### config.mk
export PLATFORM = sky130hd
export DESIGN_NAME = wiper_sweep_controller
export DESIGN_NICKNAME = d
export VERILOG_FILES = /design/src/rtl/wsc_pkg.sv /design/src/rtl/wiper_sweep_controller.sv /design/src/rtl/wsc_cfg_regs.sv /design/src/rtl/wsc_tick_logic.sv
export SDC_FILE = /design/constraint.sdc
export NUM_CORES = 1
export LEC_CHECK = 0
export ABC_AREA = 0
export BUFFER_PORTS_ARGS = -buffer_cell sky130_fd_sc_hd__buf_2
export CAP_MARGIN = 20
export CORE_UTILIZATION = 41
export CTS_BUF_LIST = sky130_fd_sc_hd__clkbuf_4
export DETAILED_ROUTE_END_ITERATION = 6
export GPL_ROUTABILITY_DRIVEN = 0
export HOLD_SLACK_MARGIN = 0.05
export PLACE_DENSITY = 0.67
export SLEW_MARGIN = 20
export SYNTH_ARGS = -nofsm -noshare
export SYNTH_HDL_FRONTEND = slang
export SYNTH_HIERARCHICAL = 1
export SYNTH_SLANG_ARGS = --single-unit
### constraint.sdc
create_clock -name aclk -period 9.53 [get_ports aclk]
set_input_delay 1.906 -clock aclk [delete_from_list [all_inputs] [get_ports aclk]]
set_output_delay 1.906 -clock aclk [all_outputs]
set_load 0.03 [all_outputs]
### src/rtl/wsc_pkg.sv
// Shared types, constants and helper functions of the wiper sweep controller.
// Depends on nothing; every other file of the block imports it.
package wsc_pkg;

    localparam int FRACTION_BITS = 8;
    localparam int DUTY_BITS     = 13;
    localparam int SAMPLE_W      = 12;
    localparam int THR_W         = 13;
    localparam int STEP_W        = 16;
    localparam int PAUSE_W       = 16;
    localparam int CFG_IDX_W     = 3;
    localparam int CFG_DATA_W    = (DUTY_BITS > STEP_W) ? DUTY_BITS : STEP_W;

    // Magnitude must hold duty_max in fixed point plus one full step; one more bit for sign.
    localparam int MAG_W   = ((DUTY_BITS + FRACTION_BITS) > STEP_W ?
                              (DUTY_BITS + FRACTION_BITS) : STEP_W) + 1;
    localparam int POS_W   = MAG_W + 1;
    localparam int POS_PAD = POS_W - DUTY_BITS - FRACTION_BITS;

    localparam logic [DUTY_BITS-1:0] RST_DUTY_MIN  = DUTY_BITS'(220);
    localparam logic [DUTY_BITS-1:0] RST_DUTY_MAX  = DUTY_BITS'(590);
    localparam logic [STEP_W-1:0]    RST_STEP_SLOW = STEP_W'(630);
    localparam logic [STEP_W-1:0]    RST_STEP_FAST = STEP_W'(1562);
    localparam logic [THR_W-1:0]     RST_THR_INT   = THR_W'(1024);
    localparam logic [THR_W-1:0]     RST_THR_LOW   = THR_W'(2048);
    localparam logic [THR_W-1:0]     RST_THR_HIGH  = THR_W'(3072);
    localparam logic [PAUSE_W-1:0]   RST_PAUSE     = PAUSE_W'(100);

    typedef enum logic [1:0] {
        PH_IDLE  = 2'd0,
        PH_UP    = 2'd1,
        PH_DOWN  = 2'd2,
        PH_PAUSE = 2'd3
    } phase_t;

    typedef enum logic [1:0] {
        MODE_OFF      = 2'd0,
        MODE_INTERVAL = 2'd1,
        MODE_LOW      = 2'd2,
        MODE_HIGH     = 2'd3
    } mode_t;

    typedef enum logic [CFG_IDX_W-1:0] {
        CFG_DUTY_MIN  = 3'd0,
        CFG_DUTY_MAX  = 3'd1,
        CFG_STEP_SLOW = 3'd2,
        CFG_STEP_FAST = 3'd3,
        CFG_THR_INT   = 3'd4,
        CFG_THR_LOW   = 3'd5,
        CFG_THR_HIGH  = 3'd6,
        CFG_PAUSE     = 3'd7
    } cfg_idx_t;

    typedef logic signed [POS_W-1:0] pos_t;

    typedef struct packed {
        logic [DUTY_BITS-1:0] duty_min;
        logic [DUTY_BITS-1:0] duty_max;
        logic [STEP_W-1:0]    step_slow;
        logic [STEP_W-1:0]    step_fast;
        logic [THR_W-1:0]     thr_int;
        logic [THR_W-1:0]     thr_low;
        logic [THR_W-1:0]     thr_high;
        logic [PAUSE_W-1:0]   pause_ticks;
    } cfg_t;

    typedef struct packed {
        phase_t             phase;
        mode_t              mode;
        pos_t               pos;
        logic [PAUSE_W-1:0] pause_left;
    } sweep_state_t;

    typedef struct packed {
        logic [DUTY_BITS-1:0] duty;
        phase_t               phase;
        mode_t                mode;
    } result_t;

    function automatic mode_t classify(input logic [SAMPLE_W-1:0] sample, input cfg_t cfg);
        logic [THR_W-1:0] s;
        s = THR_W'(sample);
        if (s < cfg.thr_int)       return MODE_OFF;
        else if (s < cfg.thr_low)  return MODE_INTERVAL;
        else if (s < cfg.thr_high) return MODE_LOW;
        else                       return MODE_HIGH;
    endfunction

    // zero step is taken as one
    function automatic pos_t step_of(input mode_t mode, input cfg_t cfg);
        logic [STEP_W-1:0] s;
        s = (mode == MODE_HIGH) ? cfg.step_fast : cfg.step_slow;
        if (s == '0) s = STEP_W'(1);
        return {{(POS_W-STEP_W){1'b0}}, s};
    endfunction

    // down count: any borrow parks at -1
    function automatic pos_t step_down(input pos_t pos, input pos_t step);
        pos_t d;
        d = pos - step;
        if (d[POS_W-1]) d = '1;
        return d;
    endfunction

    function automatic logic [DUTY_BITS-1:0] duty_of(input pos_t pos);
        return pos[FRACTION_BITS +: DUTY_BITS];
    endfunction

    function automatic pos_t to_pos(input logic [DUTY_BITS-1:0] d);
        return {{POS_PAD{1'b0}}, d, {FRACTION_BITS{1'b0}}};
    endfunction

endpackage

### src/rtl/wiper_sweep_controller.sv
// Wiper sweep controller: one input word is one 10 ms tick with a mode-knob sample,
// each tick returns one result word (servo duty, phase, mode). A word is accepted every
// cycle when the output side keeps up; its result passes through the input register, then
// the result register. The sustained rate of one word per cycle, when the output side keeps
// up, is set by the combinational update of the sweep state between the two registers.
// No clearing pass after reset. Depends on wsc_pkg, wsc_cfg_regs and wsc_tick_logic.
module wiper_sweep_controller (
    input  logic                            aclk,
    input  logic                            aresetn,

    input  logic                            cfg_wr_en,
    input  logic [wsc_pkg::CFG_IDX_W-1:0]   cfg_wr_index,
    input  logic [wsc_pkg::CFG_DATA_W-1:0]  cfg_wr_data,

    input  logic                            s_valid,
    output logic                            s_ready,
    input  logic [wsc_pkg::SAMPLE_W-1:0]    s_knob_sample,

    output logic                            m_valid,
    input  logic                            m_ready,
    output logic [wsc_pkg::DUTY_BITS-1:0]   m_duty,
    output logic [1:0]                      m_phase_now,
    output logic [1:0]                      m_active_mode
);
    import wsc_pkg::*;

    cfg_t                cfg;
    sweep_state_t        state_reg;
    sweep_state_t        state_next;
    result_t             res_next;
    result_t             res_reg;
    logic                in_valid_reg;
    logic [SAMPLE_W-1:0] sample_reg;
    logic                out_valid_reg;
    logic                advance;

    wsc_cfg_regs u_cfg (
        .aclk         (aclk),
        .aresetn      (aresetn),
        .cfg_wr_en    (cfg_wr_en),
        .cfg_wr_index (cfg_wr_index),
        .cfg_wr_data  (cfg_wr_data),
        .cfg          (cfg)
    );

    wsc_tick_logic u_tick (
        .cfg    (cfg),
        .st     (state_reg),
        .sample (sample_reg),
        .nxt    (state_next),
        .res    (res_next)
    );

    // word in the input register moves on when the result slot is free or draining
    assign advance = in_valid_reg && (!out_valid_reg || m_ready);
    assign s_ready = !in_valid_reg || advance;

    always_ff @(posedge aclk) begin
        if (!aresetn) begin
            in_valid_reg         <= 1'b0;
            out_valid_reg        <= 1'b0;
            state_reg.phase      <= PH_IDLE;
            state_reg.mode       <= MODE_OFF;
            state_reg.pos        <= '0;
            state_reg.pause_left <= '0;
        end else begin
            if (s_valid && s_ready) begin
                in_valid_reg <= 1'b1;
            end else if (advance) begin
                in_valid_reg <= 1'b0;
            end
            if (advance) begin
                out_valid_reg <= 1'b1;
                state_reg     <= state_next;
            end else if (m_ready) begin
                out_valid_reg <= 1'b0;
            end
        end
    end

    always_ff @(posedge aclk) begin
        if (s_valid && s_ready) begin
            sample_reg <= s_knob_sample;
        end
        if (advance) begin
            res_reg <= res_next;
        end
    end

    assign m_valid       = out_valid_reg;
    assign m_duty        = res_reg.duty;
    assign m_phase_now   = res_reg.phase;
    assign m_active_mode = res_reg.mode;

    // idle and pause ticks drive the servo at zero duty
    a_rest_duty_zero: assert property (@(posedge aclk) disable iff (!aresetn)
        m_valid && (m_phase_now == PH_IDLE || m_phase_now == PH_PAUSE) |-> m_duty == '0)
        else $error("nonzero duty outside a sweep");

    // a running sweep or pause never carries the off mode
    a_active_not_off: assert property (@(posedge aclk) disable iff (!aresetn)
        m_valid && m_phase_now != PH_IDLE |-> m_active_mode != MODE_OFF)
        else $error("sweep reported in off mode");

    // pause phase always has ticks left to count
    a_pause_count: assert property (@(posedge aclk) disable iff (!aresetn)
        state_reg.phase == PH_PAUSE |-> state_reg.pause_left != '0)
        else $error("pause phase with empty counter");

    // a waiting input word is neither dropped nor overwritten
    a_input_held: assert property (@(posedge aclk) disable iff (!aresetn)
        in_valid_reg && !advance |=> in_valid_reg && $stable(sample_reg))
        else $error("input word lost while stalled");

endmodule

### src/rtl/wsc_cfg_regs.sv
// Configuration register file of the wiper sweep controller.
// Depends on wsc_pkg for register indexes, widths and reset values.
module wsc_cfg_regs (
    input  logic                         aclk,
    input  logic                         aresetn,
    input  logic                         cfg_wr_en,
    input  logic [wsc_pkg::CFG_IDX_W-1:0]  cfg_wr_index,
    input  logic [wsc_pkg::CFG_DATA_W-1:0] cfg_wr_data,
    output wsc_pkg::cfg_t                cfg
);
    import wsc_pkg::*;

    cfg_t cfg_reg;
    cfg_t cfg_next;

    always_comb begin
        cfg_next = cfg_reg;
        if (cfg_wr_en) begin
            unique case (cfg_idx_t'(cfg_wr_index))
                CFG_DUTY_MIN:  cfg_next.duty_min    = cfg_wr_data[DUTY_BITS-1:0];
                CFG_DUTY_MAX:  cfg_next.duty_max    = cfg_wr_data[DUTY_BITS-1:0];
                CFG_STEP_SLOW: cfg_next.step_slow   = cfg_wr_data[STEP_W-1:0];
                CFG_STEP_FAST: cfg_next.step_fast   = cfg_wr_data[STEP_W-1:0];
                CFG_THR_INT:   cfg_next.thr_int     = cfg_wr_data[THR_W-1:0];
                CFG_THR_LOW:   cfg_next.thr_low     = cfg_wr_data[THR_W-1:0];
                CFG_THR_HIGH:  cfg_next.thr_high    = cfg_wr_data[THR_W-1:0];
                CFG_PAUSE:     cfg_next.pause_ticks = cfg_wr_data[PAUSE_W-1:0];
                default: ;
            endcase
        end
    end

    always_ff @(posedge aclk) begin
        if (!aresetn) begin
            cfg_reg.duty_min    <= RST_DUTY_MIN;
            cfg_reg.duty_max    <= RST_DUTY_MAX;
            cfg_reg.step_slow   <= RST_STEP_SLOW;
            cfg_reg.step_fast   <= RST_STEP_FAST;
            cfg_reg.thr_int     <= RST_THR_INT;
            cfg_reg.thr_low     <= RST_THR_LOW;
            cfg_reg.thr_high    <= RST_THR_HIGH;
            cfg_reg.pause_ticks <= RST_PAUSE;
        end else begin
            cfg_reg <= cfg_next;
        end
    end

    assign cfg = cfg_reg;

endmodule

### src/rtl/wsc_tick_logic.sv
// Per-tick next-state and result logic of the wiper sweep (combinational).
// Depends on wsc_pkg for the state, result and configuration types.
module wsc_tick_logic (
    input  wsc_pkg::cfg_t                     cfg,
    input  wsc_pkg::sweep_state_t             st,
    input  logic [wsc_pkg::SAMPLE_W-1:0]      sample,
    output wsc_pkg::sweep_state_t             nxt,
    output wsc_pkg::result_t                  res
);
    import wsc_pkg::*;

    pos_t               lo;
    pos_t               hi;
    pos_t               step_lat;
    pos_t               step_new;
    mode_t              m_new;
    logic [PAUSE_W-1:0] pause_first;
    logic               pause_on;
    logic               do_start;
    logic               do_exit;

    always_comb begin
        lo          = to_pos(cfg.duty_min);
        hi          = to_pos(cfg.duty_max);
        m_new       = classify(sample, cfg);
        step_lat    = step_of(st.mode, cfg);
        step_new    = step_of(m_new, cfg);
        pause_first = cfg.pause_ticks - PAUSE_W'(1);
        pause_on    = (cfg.pause_ticks != '0);

        nxt       = st;
        res.duty  = '0;
        res.phase = PH_IDLE;
        res.mode  = st.mode;
        do_start  = 1'b0;
        do_exit   = 1'b0;

        case (st.phase)
            PH_IDLE: do_start = 1'b1;
            PH_UP: begin
                if (st.pos <= hi) begin
                    res.duty  = duty_of(st.pos);
                    res.phase = PH_UP;
                    nxt.pos   = st.pos + step_lat;
                end else begin
                    // top reached: down from duty_max this tick; exit if duty_max < duty_min
                    nxt.pos = hi;
                    if (hi >= lo) begin
                        res.duty  = duty_of(hi);
                        res.phase = PH_DOWN;
                        nxt.phase = PH_DOWN;
                        nxt.pos   = step_down(hi, step_lat);
                    end else begin
                        do_exit = 1'b1;
                    end
                end
            end
            PH_DOWN: begin
                // pos parked at -1 fails this since lo is never negative
                if (st.pos >= lo) begin
                    res.duty  = duty_of(st.pos);
                    res.phase = PH_DOWN;
                    nxt.pos   = step_down(st.pos, step_lat);
                end else begin
                    do_exit = 1'b1;
                end
            end
            default: begin
                if (st.pause_left != '0) begin
                    nxt.pause_left = st.pause_left - PAUSE_W'(1);
                    nxt.phase      = (nxt.pause_left == '0) ? PH_IDLE : PH_PAUSE;
                    res.phase      = PH_PAUSE;
                end else begin
                    do_start = 1'b1;
                end
            end
        endcase

        // sweep finished: pause after interval sweeps when a pause is set, else back to idle and reclassify
        if (do_exit) begin
            if (st.mode == MODE_INTERVAL && pause_on) begin
                nxt.pause_left = pause_first;
                nxt.phase      = (pause_first == '0) ? PH_IDLE : PH_PAUSE;
                res.phase      = PH_PAUSE;
            end else begin
                do_start = 1'b1;
            end
        end

        // classify at most once per tick
        if (do_start) begin
            nxt.mode  = m_new;
            nxt.phase = PH_IDLE;
            res.mode  = m_new;
            res.duty  = '0;
            res.phase = PH_IDLE;
            if (m_new != MODE_OFF) begin
                if (lo <= hi) begin
                    res.duty  = duty_of(lo);
                    res.phase = PH_UP;
                    nxt.phase = PH_UP;
                    nxt.pos   = lo + step_new;
                end else begin
                    // empty sweep
                    nxt.pos = hi;
                    if (m_new == MODE_INTERVAL && pause_on) begin
                        nxt.pause_left = pause_first;
                        nxt.phase      = (pause_first == '0) ? PH_IDLE : PH_PAUSE;
                        res.phase      = PH_PAUSE;
                    end
                end
            end
        end
    end

endmodule
**Yosys cells after proc, flatten, opt, wreduce, memory -nomap -nowiden**

Index checks and enable logic that the tools add are counted.

- Bits in registers: 187
- Input bits: 36
- Output and inout port bits: 19
- Logic and storage cells: 133

- Add/sub/neg operators: 6
- Magnitude comparators: 7
- Eq/ne operators: 13
- Muxes and demuxes: 58
- Reduce and logical (&&, ||, !) cells: 31

Operator list:

| kind | number |
|---|---|
| 2-to-1 mux 16 bit | 10 |
| 2-to-1 mux 23 bit | 6 |
| zero test 16 bit | 4 |
| 2-to-1 mux 15 bit | 4 |
| one-hot mux 23 bit (2 select lines) | 1 |
| 2-to-1 mux 43 bit | 1 |
| less-than comparator 12 x 13 -> 1 bit | 3 |
| 2-to-1 mux 39 bit | 1 |
| 2-to-1 mux 2 bit | 17 |
| nonzero test 16 bit | 2 |
| subtractor 16 x 1 -> 16 bit, second input constant | 2 |
| one-hot mux 13 bit (2 select lines) | 1 |
| adder 23 x 17 -> 23 bit | 1 |
| greater-or-equal comparator 23 x 22 -> 1 bit | 1 |
| less-or-equal comparator 23 x 22 -> 1 bit | 1 |
| subtractor 23 x 17 -> 23 bit | 1 |
| adder 21 x 16 -> 22 bit | 1 |
| subtractor 21 x 16 -> 22 bit | 1 |
| greater-or-equal comparator 21 bit | 1 |
| less-or-equal comparator 21 bit | 1 |
| AND reduction 2 bit | 9 |
| 2-to-1 mux 17 bit | 1 |
| 2-to-1 mux 13 bit | 1 |
| == test 3 bit, second input constant | 4 |
| other kinds (16) | 40 |

**Longest topological paths before layout**

- Depth in word-level cells: 12
- Gate-level depth with buffers: 24
- Gate-level depth less buffers: 24

**Modules after synthesis**

Netlist, hierarchy kept.

Modules (own cells, without submodules):

| module | instances | cells each | area each (µm²) | seq. area each (µm²) |
|---|---|---|---|---|
| wsc_tick_logic | 1 | 1167 | 8036.5 | 0.0 |
| wsc_cfg_regs | 1 | 408 | 4296.6 | 2262.2 |
| wiper_sweep_controller | 1 | 225 | 2677.6 | 1771.7 |

**Worst setup path before layout**

Ideal clock, no wire load.

- Path kind: flip-flop to flip-flop
- Start: reg sample_reg[2]
- End: reg state_reg[34] in the netlist's numbering
- Library setup time: 72 ps
- Arrival: 4151 ps
- Data required time: 9458 ps
- Path slack: 5308 ps
- Stages on the path, launching flop included: 22
- Path buffers: 1
- Clock period less this slack: 4222 ps
- Cells stage by stage: edfxtp_1 > ha_1 > a21oi_1 > o21ai_0 > a21oi_1 > o221ai_1 > o31ai_1 > nor2_1 > nand2_1 > buf_2 > mux2i_1 > fa_1 > nor2b_1 > o31a_1 > o211ai_1 > a21boi_0 > o21ai_0 > o21ai_0 > a221o_1 > o211ai_2 > nand2_1 > mux2i_1

RTL lines:

| what | RTL line | source |
|---|---|---|
| from (decl) | wiper_sweep_controller.sv:33 | `logic [SAMPLE_W-1:0] sample_reg;` |
| from (signal assigned) | wiper_sweep_controller.sv:83 | `sample_reg <= s_knob_sample;` |
| to (signal assigned) | wiper_sweep_controller.sv:74 | `state_reg <= state_next;` |
| to (decl) | wiper_sweep_controller.sv:28 | `sweep_state_t state_reg;` |

==> impl_metrics.prom <==
# TYPE chip_impl_metric gauge
chip_impl_info{name="status",value="completed"} 1
chip_impl_info{name="clock-root-buffer",value="sky130_fd_sc_hd__clkbuf_4"} 1
chip_impl_metric{name="die_w",unit="µm"} 193
chip_impl_metric{name="synth-compound-area-share",unit="%"} 17.5
chip_impl_info{name="setup.worst_path.start",value="sample_reg[2]"} 1
chip_impl_metric{name="floorplan_die_area",unit="mm²"} 0.0374
chip_impl_metric{name="power.density_cell_area",unit="mW/mm²"} 112
chip_impl_metric{name="vias_in_the_first_global_route",unit=""} 12700
chip_impl_info{name="hp-class",value="reg -> reg"} 1
chip_impl_metric{name="synth_nets",unit=""} 1969
chip_impl_metric{name="drtAntennaViolNets",unit=""} 0
chip_impl_info{name="critPathKind",value="reg -> reg"} 1
chip_impl_metric{name="postLayoutSetupSlackWorst",unit="ns"} 3.96
chip_impl_metric{name="final_nets",unit=""} 1952
chip_impl_metric{name="track_usage",unit="%"} 23.1
chip_impl_info{name="dr.max_layer_used",value="met4"} 1
chip_impl_metric{name="postRouteWirelength",unit="mm"} 44.3
chip_impl_metric{name="leakage",unit="nW"} 6.70
chip_impl_metric{name="synth_area",unit="mm²"} 0.0150
chip_impl_metric{name="vertical_extent_of_the_die",unit="µm"} 193
chip_impl_metric{name="critical_path_arrival",unit="ns"} 6.12
chip_impl_metric{name="ctsHtreeMaxLevel",unit=""} 4
chip_impl_metric{name="post_synth_num_cell_types",unit=""} 96
chip_impl_metric{name="wire_length_on_met2",unit="mm"} 19.1
chip_impl_metric{name="worst-path-max-fanout",unit=""} 16
chip_impl_metric{name="timing_max_transition_violations_final",unit=""} 0
chip_impl_metric{name="wirelength_met1",unit="mm"} 20.3
chip_impl_metric{name="p_total",unit="mW"} 1.76
chip_impl_info{name="worstSetupEndpointType",value="flip-flop"} 1
chip_impl_metric{name="via_count_normalized_by_instance_count",unit=""} 5.98
chip_impl_metric{name="avgSynthCellArea",unit="µm²"} 8.34
chip_impl_metric{name="ys.warnings.count",unit=""} 6
chip_impl_metric{name="hold_violations",unit=""} 0
chip_impl_info{name="synthFlopType",value="sky130_fd_sc_hd__dfxtp_1"} 1
chip_impl_metric{name="layout-drive-gt1-share",unit="%"} 8.52
chip_impl_metric{name="placeableCoreArea",unit="mm²"} 0.0358
chip_impl_metric{name="floorplan.initialDensity",unit="%"} 41.9
chip_impl_metric{name="drc_errors",unit=""} 0
chip_impl_metric{name="ys_ff_latch",unit=""} 187
chip_impl_metric{name="route.vias.total",unit=""} 13500
chip_impl_metric{name="cts.repair_timing.setup_buffer_count",unit=""} 0
chip_impl_metric{name="synth_enable_flop_cells",unit=""} 29
chip_impl_metric{name="fin_crit_share",unit="%"} 58.4
chip_impl_metric{name="totalNegativeSetupSlack",unit="ns"} 0
chip_impl_metric{name="cp.required",unit="ns"} 10.09
chip_impl_metric{name="post_synth_mux_area_share",unit="%"} 14.0
chip_impl_metric{name="synth-xor-area-share",unit="%"} 3.62
chip_impl_info{name="crit-reg2reg-launch",value="sample_reg[2]"} 1
chip_impl_info{name="clock_tree_from_tritoncts",value="yes"} 1
chip_impl_metric{name="largest_reg_flops",unit=""} 113
chip_impl_metric{name="drt_first_pass_iters",unit=""} 5
chip_impl_metric{name="stdcell_count",unit=""} 2259
chip_impl_metric{name="holdBufCountCts",unit=""} 0
chip_impl_metric{name="grt_max_degree",unit=""} 87
chip_impl_metric{name="dp_hpwl",unit="mm"} 33.6
chip_impl_metric{name="grt_overflow_total",unit=""} 0
chip_impl_metric{name="worst_skew_pair.late_latency",unit="ns"} 0.62
chip_impl_metric{name="tritoncts.num_buffers",unit=""} 17
chip_impl_metric{name="synth_sequential_area_ratio",unit="%"} 26.9
chip_impl_metric{name="area.growth.synth_to_final",unit="%"} 4.93
chip_impl_metric{name="syn-instance-count",unit=""} 1800
chip_impl_metric{name="wl_met3",unit="mm"} 3.47
chip_impl_metric{name="max_slew_margin",unit="%"} 29.3
chip_impl_metric{name="detail_route.wl_per_cell",unit="µm"} 19.6
chip_impl_metric{name="achievable-frequency",unit="MHz"} 180
chip_impl_metric{name="peak_supply_drop",unit="V"} 0.000117
chip_impl_metric{name="port-buffer-count",unit=""} 54
chip_impl_metric{name="num_rows",unit=""} 69
chip_impl_metric{name="grt_first_pass_wirelength",unit="mm"} 69.3
chip_impl_metric{name="clock_pin_transition_on_the_worst_setup_and_hold_timing_paths",unit="ns"} 0.17
chip_impl_info{name="grt_setup_unrepaired",value="false"} 1
chip_impl_info{name="synth_top_family_by_area",value="simple AND/OR/NAND/NOR gates"} 1
chip_impl_metric{name="synth-adder-area-share",unit="%"} 11.2
chip_impl_metric{name="final-setup-viol-count",unit=""} 0
chip_impl_metric{name="cts_sinks",unit=""} 187
chip_impl_metric{name="finalClockSkew",unit="ns"} 0.0170
chip_impl_metric{name="place_inst",unit=""} 2224
chip_impl_info{name="worst_setup_path_start_kind",value="flip-flop"} 1
chip_impl_metric{name="worst_pin_slew",unit="ns"} 1.05
chip_impl_metric{name="synth_simple_gate_area_share",unit="%"} 20.5
chip_impl_metric{name="cts.repair.resized",unit=""} 0
chip_impl_info{name="worst_hold_startpoint",value="u_cfg/cfg[42]"} 1
chip_impl_metric{name="ys_async_sr_fraction",unit="%"} 0
chip_impl_metric{name="max-clock-path-buffers",unit=""} 2
chip_impl_metric{name="initial_antenna_violation_count",unit=""} 2
chip_impl_metric{name="place_ws",unit="ns"} 4.14
chip_impl_metric{name="finalCriticalPeriod",unit="ns"} 5.57
chip_impl_metric{name="maxCapViolCount",unit=""} 0
chip_impl_metric{name="pin_count",unit=""} 55
chip_impl_metric{name="initialDrtViolationCount",unit=""} 1324
chip_impl_metric{name="fillCellCount",unit=""} 3539
==> worst max-delay path: stages (launching register included) <==
cell and delay, ns:
sky130_fd_sc_hd__edfxtp_1 0.46, sky130_fd_sc_hd__ha_1 0.32, sky130_fd_sc_hd__a21oi_1 0.14, sky130_fd_sc_hd__o21ai_0 0.10
sky130_fd_sc_hd__a21oi_1 0.21, sky130_fd_sc_hd__o221ai_1 0.17, sky130_fd_sc_hd__o31ai_1 0.64, sky130_fd_sc_hd__nor2_1 0.11
sky130_fd_sc_hd__nand2_1 0.61, sky130_fd_sc_hd__mux2_2 0.42, sky130_fd_sc_hd__ha_1 0.20, sky130_fd_sc_hd__inv_1 0.07
sky130_fd_sc_hd__fa_1 0.21, sky130_fd_sc_hd__nor2b_1 0.07, sky130_fd_sc_hd__o31a_1 0.27, sky130_fd_sc_hd__o211ai_1 0.17
sky130_fd_sc_hd__a21boi_0 0.13, sky130_fd_sc_hd__o21ai_0 0.43, sky130_fd_sc_hd__o21ai_0 0.14, sky130_fd_sc_hd__a221o_1 0.34
sky130_fd_sc_hd__o211ai_2 0.08, sky130_fd_sc_hd__nand2_1 0.06, sky130_fd_sc_hd__mux2i_1 0.15
==> synth_stat cells (13+ instances only) <==
cell | instances | area share (%)
sky130_fd_sc_hd__a21o_1 | 18 | 0.90
sky130_fd_sc_hd__edfxtp_1 | 29 | 5.8
sky130_fd_sc_hd__a22oi_1 | 19 | 0.95
sky130_fd_sc_hd__nor3_1 | 30 | 1.0
sky130_fd_sc_hd__nor2_1 | 102 | 2.6
sky130_fd_sc_hd__inv_1 | 112 | 2.8
sky130_fd_sc_hd__xnor2_1 | 41 | 2.4
sky130_fd_sc_hd__o21ai_0 | 51 | 1.7
sky130_fd_sc_hd__mux2_2 | 16 | 1.2
sky130_fd_sc_hd__o211ai_1 | 20 | 1.0
sky130_fd_sc_hd__nand4_1 | 13 | 0.54
sky130_fd_sc_hd__buf_2 | 26 | 0.87
sky130_fd_sc_hd__nand2b_1 | 18 | 0.75
sky130_fd_sc_hd__nand3_1 | 38 | 1.3
sky130_fd_sc_hd__nor2b_1 | 53 | 2.2
sky130_fd_sc_hd__clkbuf_1 | 55 | 1.4
sky130_fd_sc_hd__o31ai_1 | 15 | 0.75
sky130_fd_sc_hd__xor2_1 | 21 | 1.2
sky130_fd_sc_hd__mux2i_1 | 192 | 13
sky130_fd_sc_hd__nor4_1 | 17 | 0.71
sky130_fd_sc_hd__ha_1 | 130 | 11
sky130_fd_sc_hd__o22ai_1 | 25 | 1.0
sky130_fd_sc_hd__nand2_1 | 262 | 6.6
sky130_fd_sc_hd__a211oi_1 | 22 | 1.1
sky130_fd_sc_hd__dfxtp_1 | 158 | 21
sky130_fd_sc_hd__a21oi_1 | 71 | 2.4
sky130_fd_sc_hd__and3_1 | 13 | 0.54
sky130_fd_sc_hd__a31oi_1 | 14 | 0.58
==> cells in the final DEF (no fill, tap or decap), types with 25 or more instances in the layout <==
cell type,Yosys,layout
sky130_fd_sc_hd__nand2_1,262,262
sky130_fd_sc_hd__a21oi_1,71,71
sky130_fd_sc_hd__nor3_1,30,30
sky130_fd_sc_hd__o22ai_1,25,25
sky130_fd_sc_hd__edfxtp_1,29,29
sky130_fd_sc_hd__dfxtp_1,158,158
sky130_fd_sc_hd__xnor2_1,41,41
sky130_fd_sc_hd__o21ai_0,51,51
sky130_fd_sc_hd__nor2b_1,53,53
sky130_fd_sc_hd__inv_1,112,112
sky130_fd_sc_hd__nand3_1,38,38
sky130_fd_sc_hd__ha_1,130,130
sky130_fd_sc_hd__nor2_1,102,101
sky130_fd_sc_hd__mux2i_1,192,192
sky130_fd_sc_hd__buf_2,26,53
==> per-stage QoR <==
step	utilization, %	hold WS, ns	area [µm²]
floorplan	-	0.431	15000
global placement	43.1	0.445	15400
detailed placement	43.1	0.452	15400
CTS	43.9	0.474	15700
global route	44.0	0.490	15800
finish	44.0	0.471	15800
==> worst paths after layout <==
path                    to  cells past startpoint  slack, ns
min reg2reg  u_cfg/cfg[42]                      2       0.47
max          state_reg[34]                     22       3.96
min          u_cfg/cfg[42]                      2       0.47
max reg2reg  state_reg[34]                     22       3.96
==> power by group <==
| group | internal [mW] | switching [mW] |
|---|---|---|
| Sequential | 0.830 | 0.0371 |
| Combinational | 0.161 | 0.281 |
| Clock | 0.122 | 0.327 |
==> area by class of cell <==
| cell class | instances | area (µm²) | share of cell area [%] |
|---|---|---|---|
| Multi-Input combinational cell | 1398 | 10000 | 63.8 |
| Sequential cell | 187 | 4030 | 25.6 |
| Tap cell | 461 | 577 | 3.66 |
| Inverter | 112 | 420 | 2.67 |
| Timing Repair Buffer | 67 | 382 | 2.42 |
| Clock inverter | 14 | 150 | 0.953 |
| Clock buffer | 18 | 135 | 0.858 |
| Antenna cell | 2 | 5.00 | 0.0318 |
==> metal layers <==
| layer | vias up | global-route usage, % |
|---|---|---|
| li1 | 6455 | - |
| met1 | 6404 | 32.3 |
| met2 | 588 | 35.7 |
| met3 | 71 | 3.61 |
| met4 | 0 | 9.01 |
| met5 | - | 0 |
==> cells by family after synthesis <==
| family | after synthesis |
|---|---|
| DFF | 187 |
| adders and majority gates | 133 |
| muxes | 208 |
| and+or+nand+nor | 621 |
| xor gates and xnor gates | 62 |
| AOI/OAI and AO/OA | 374 |
| buffers and inverters | 215 |
(Power assumes the default switching activity.)
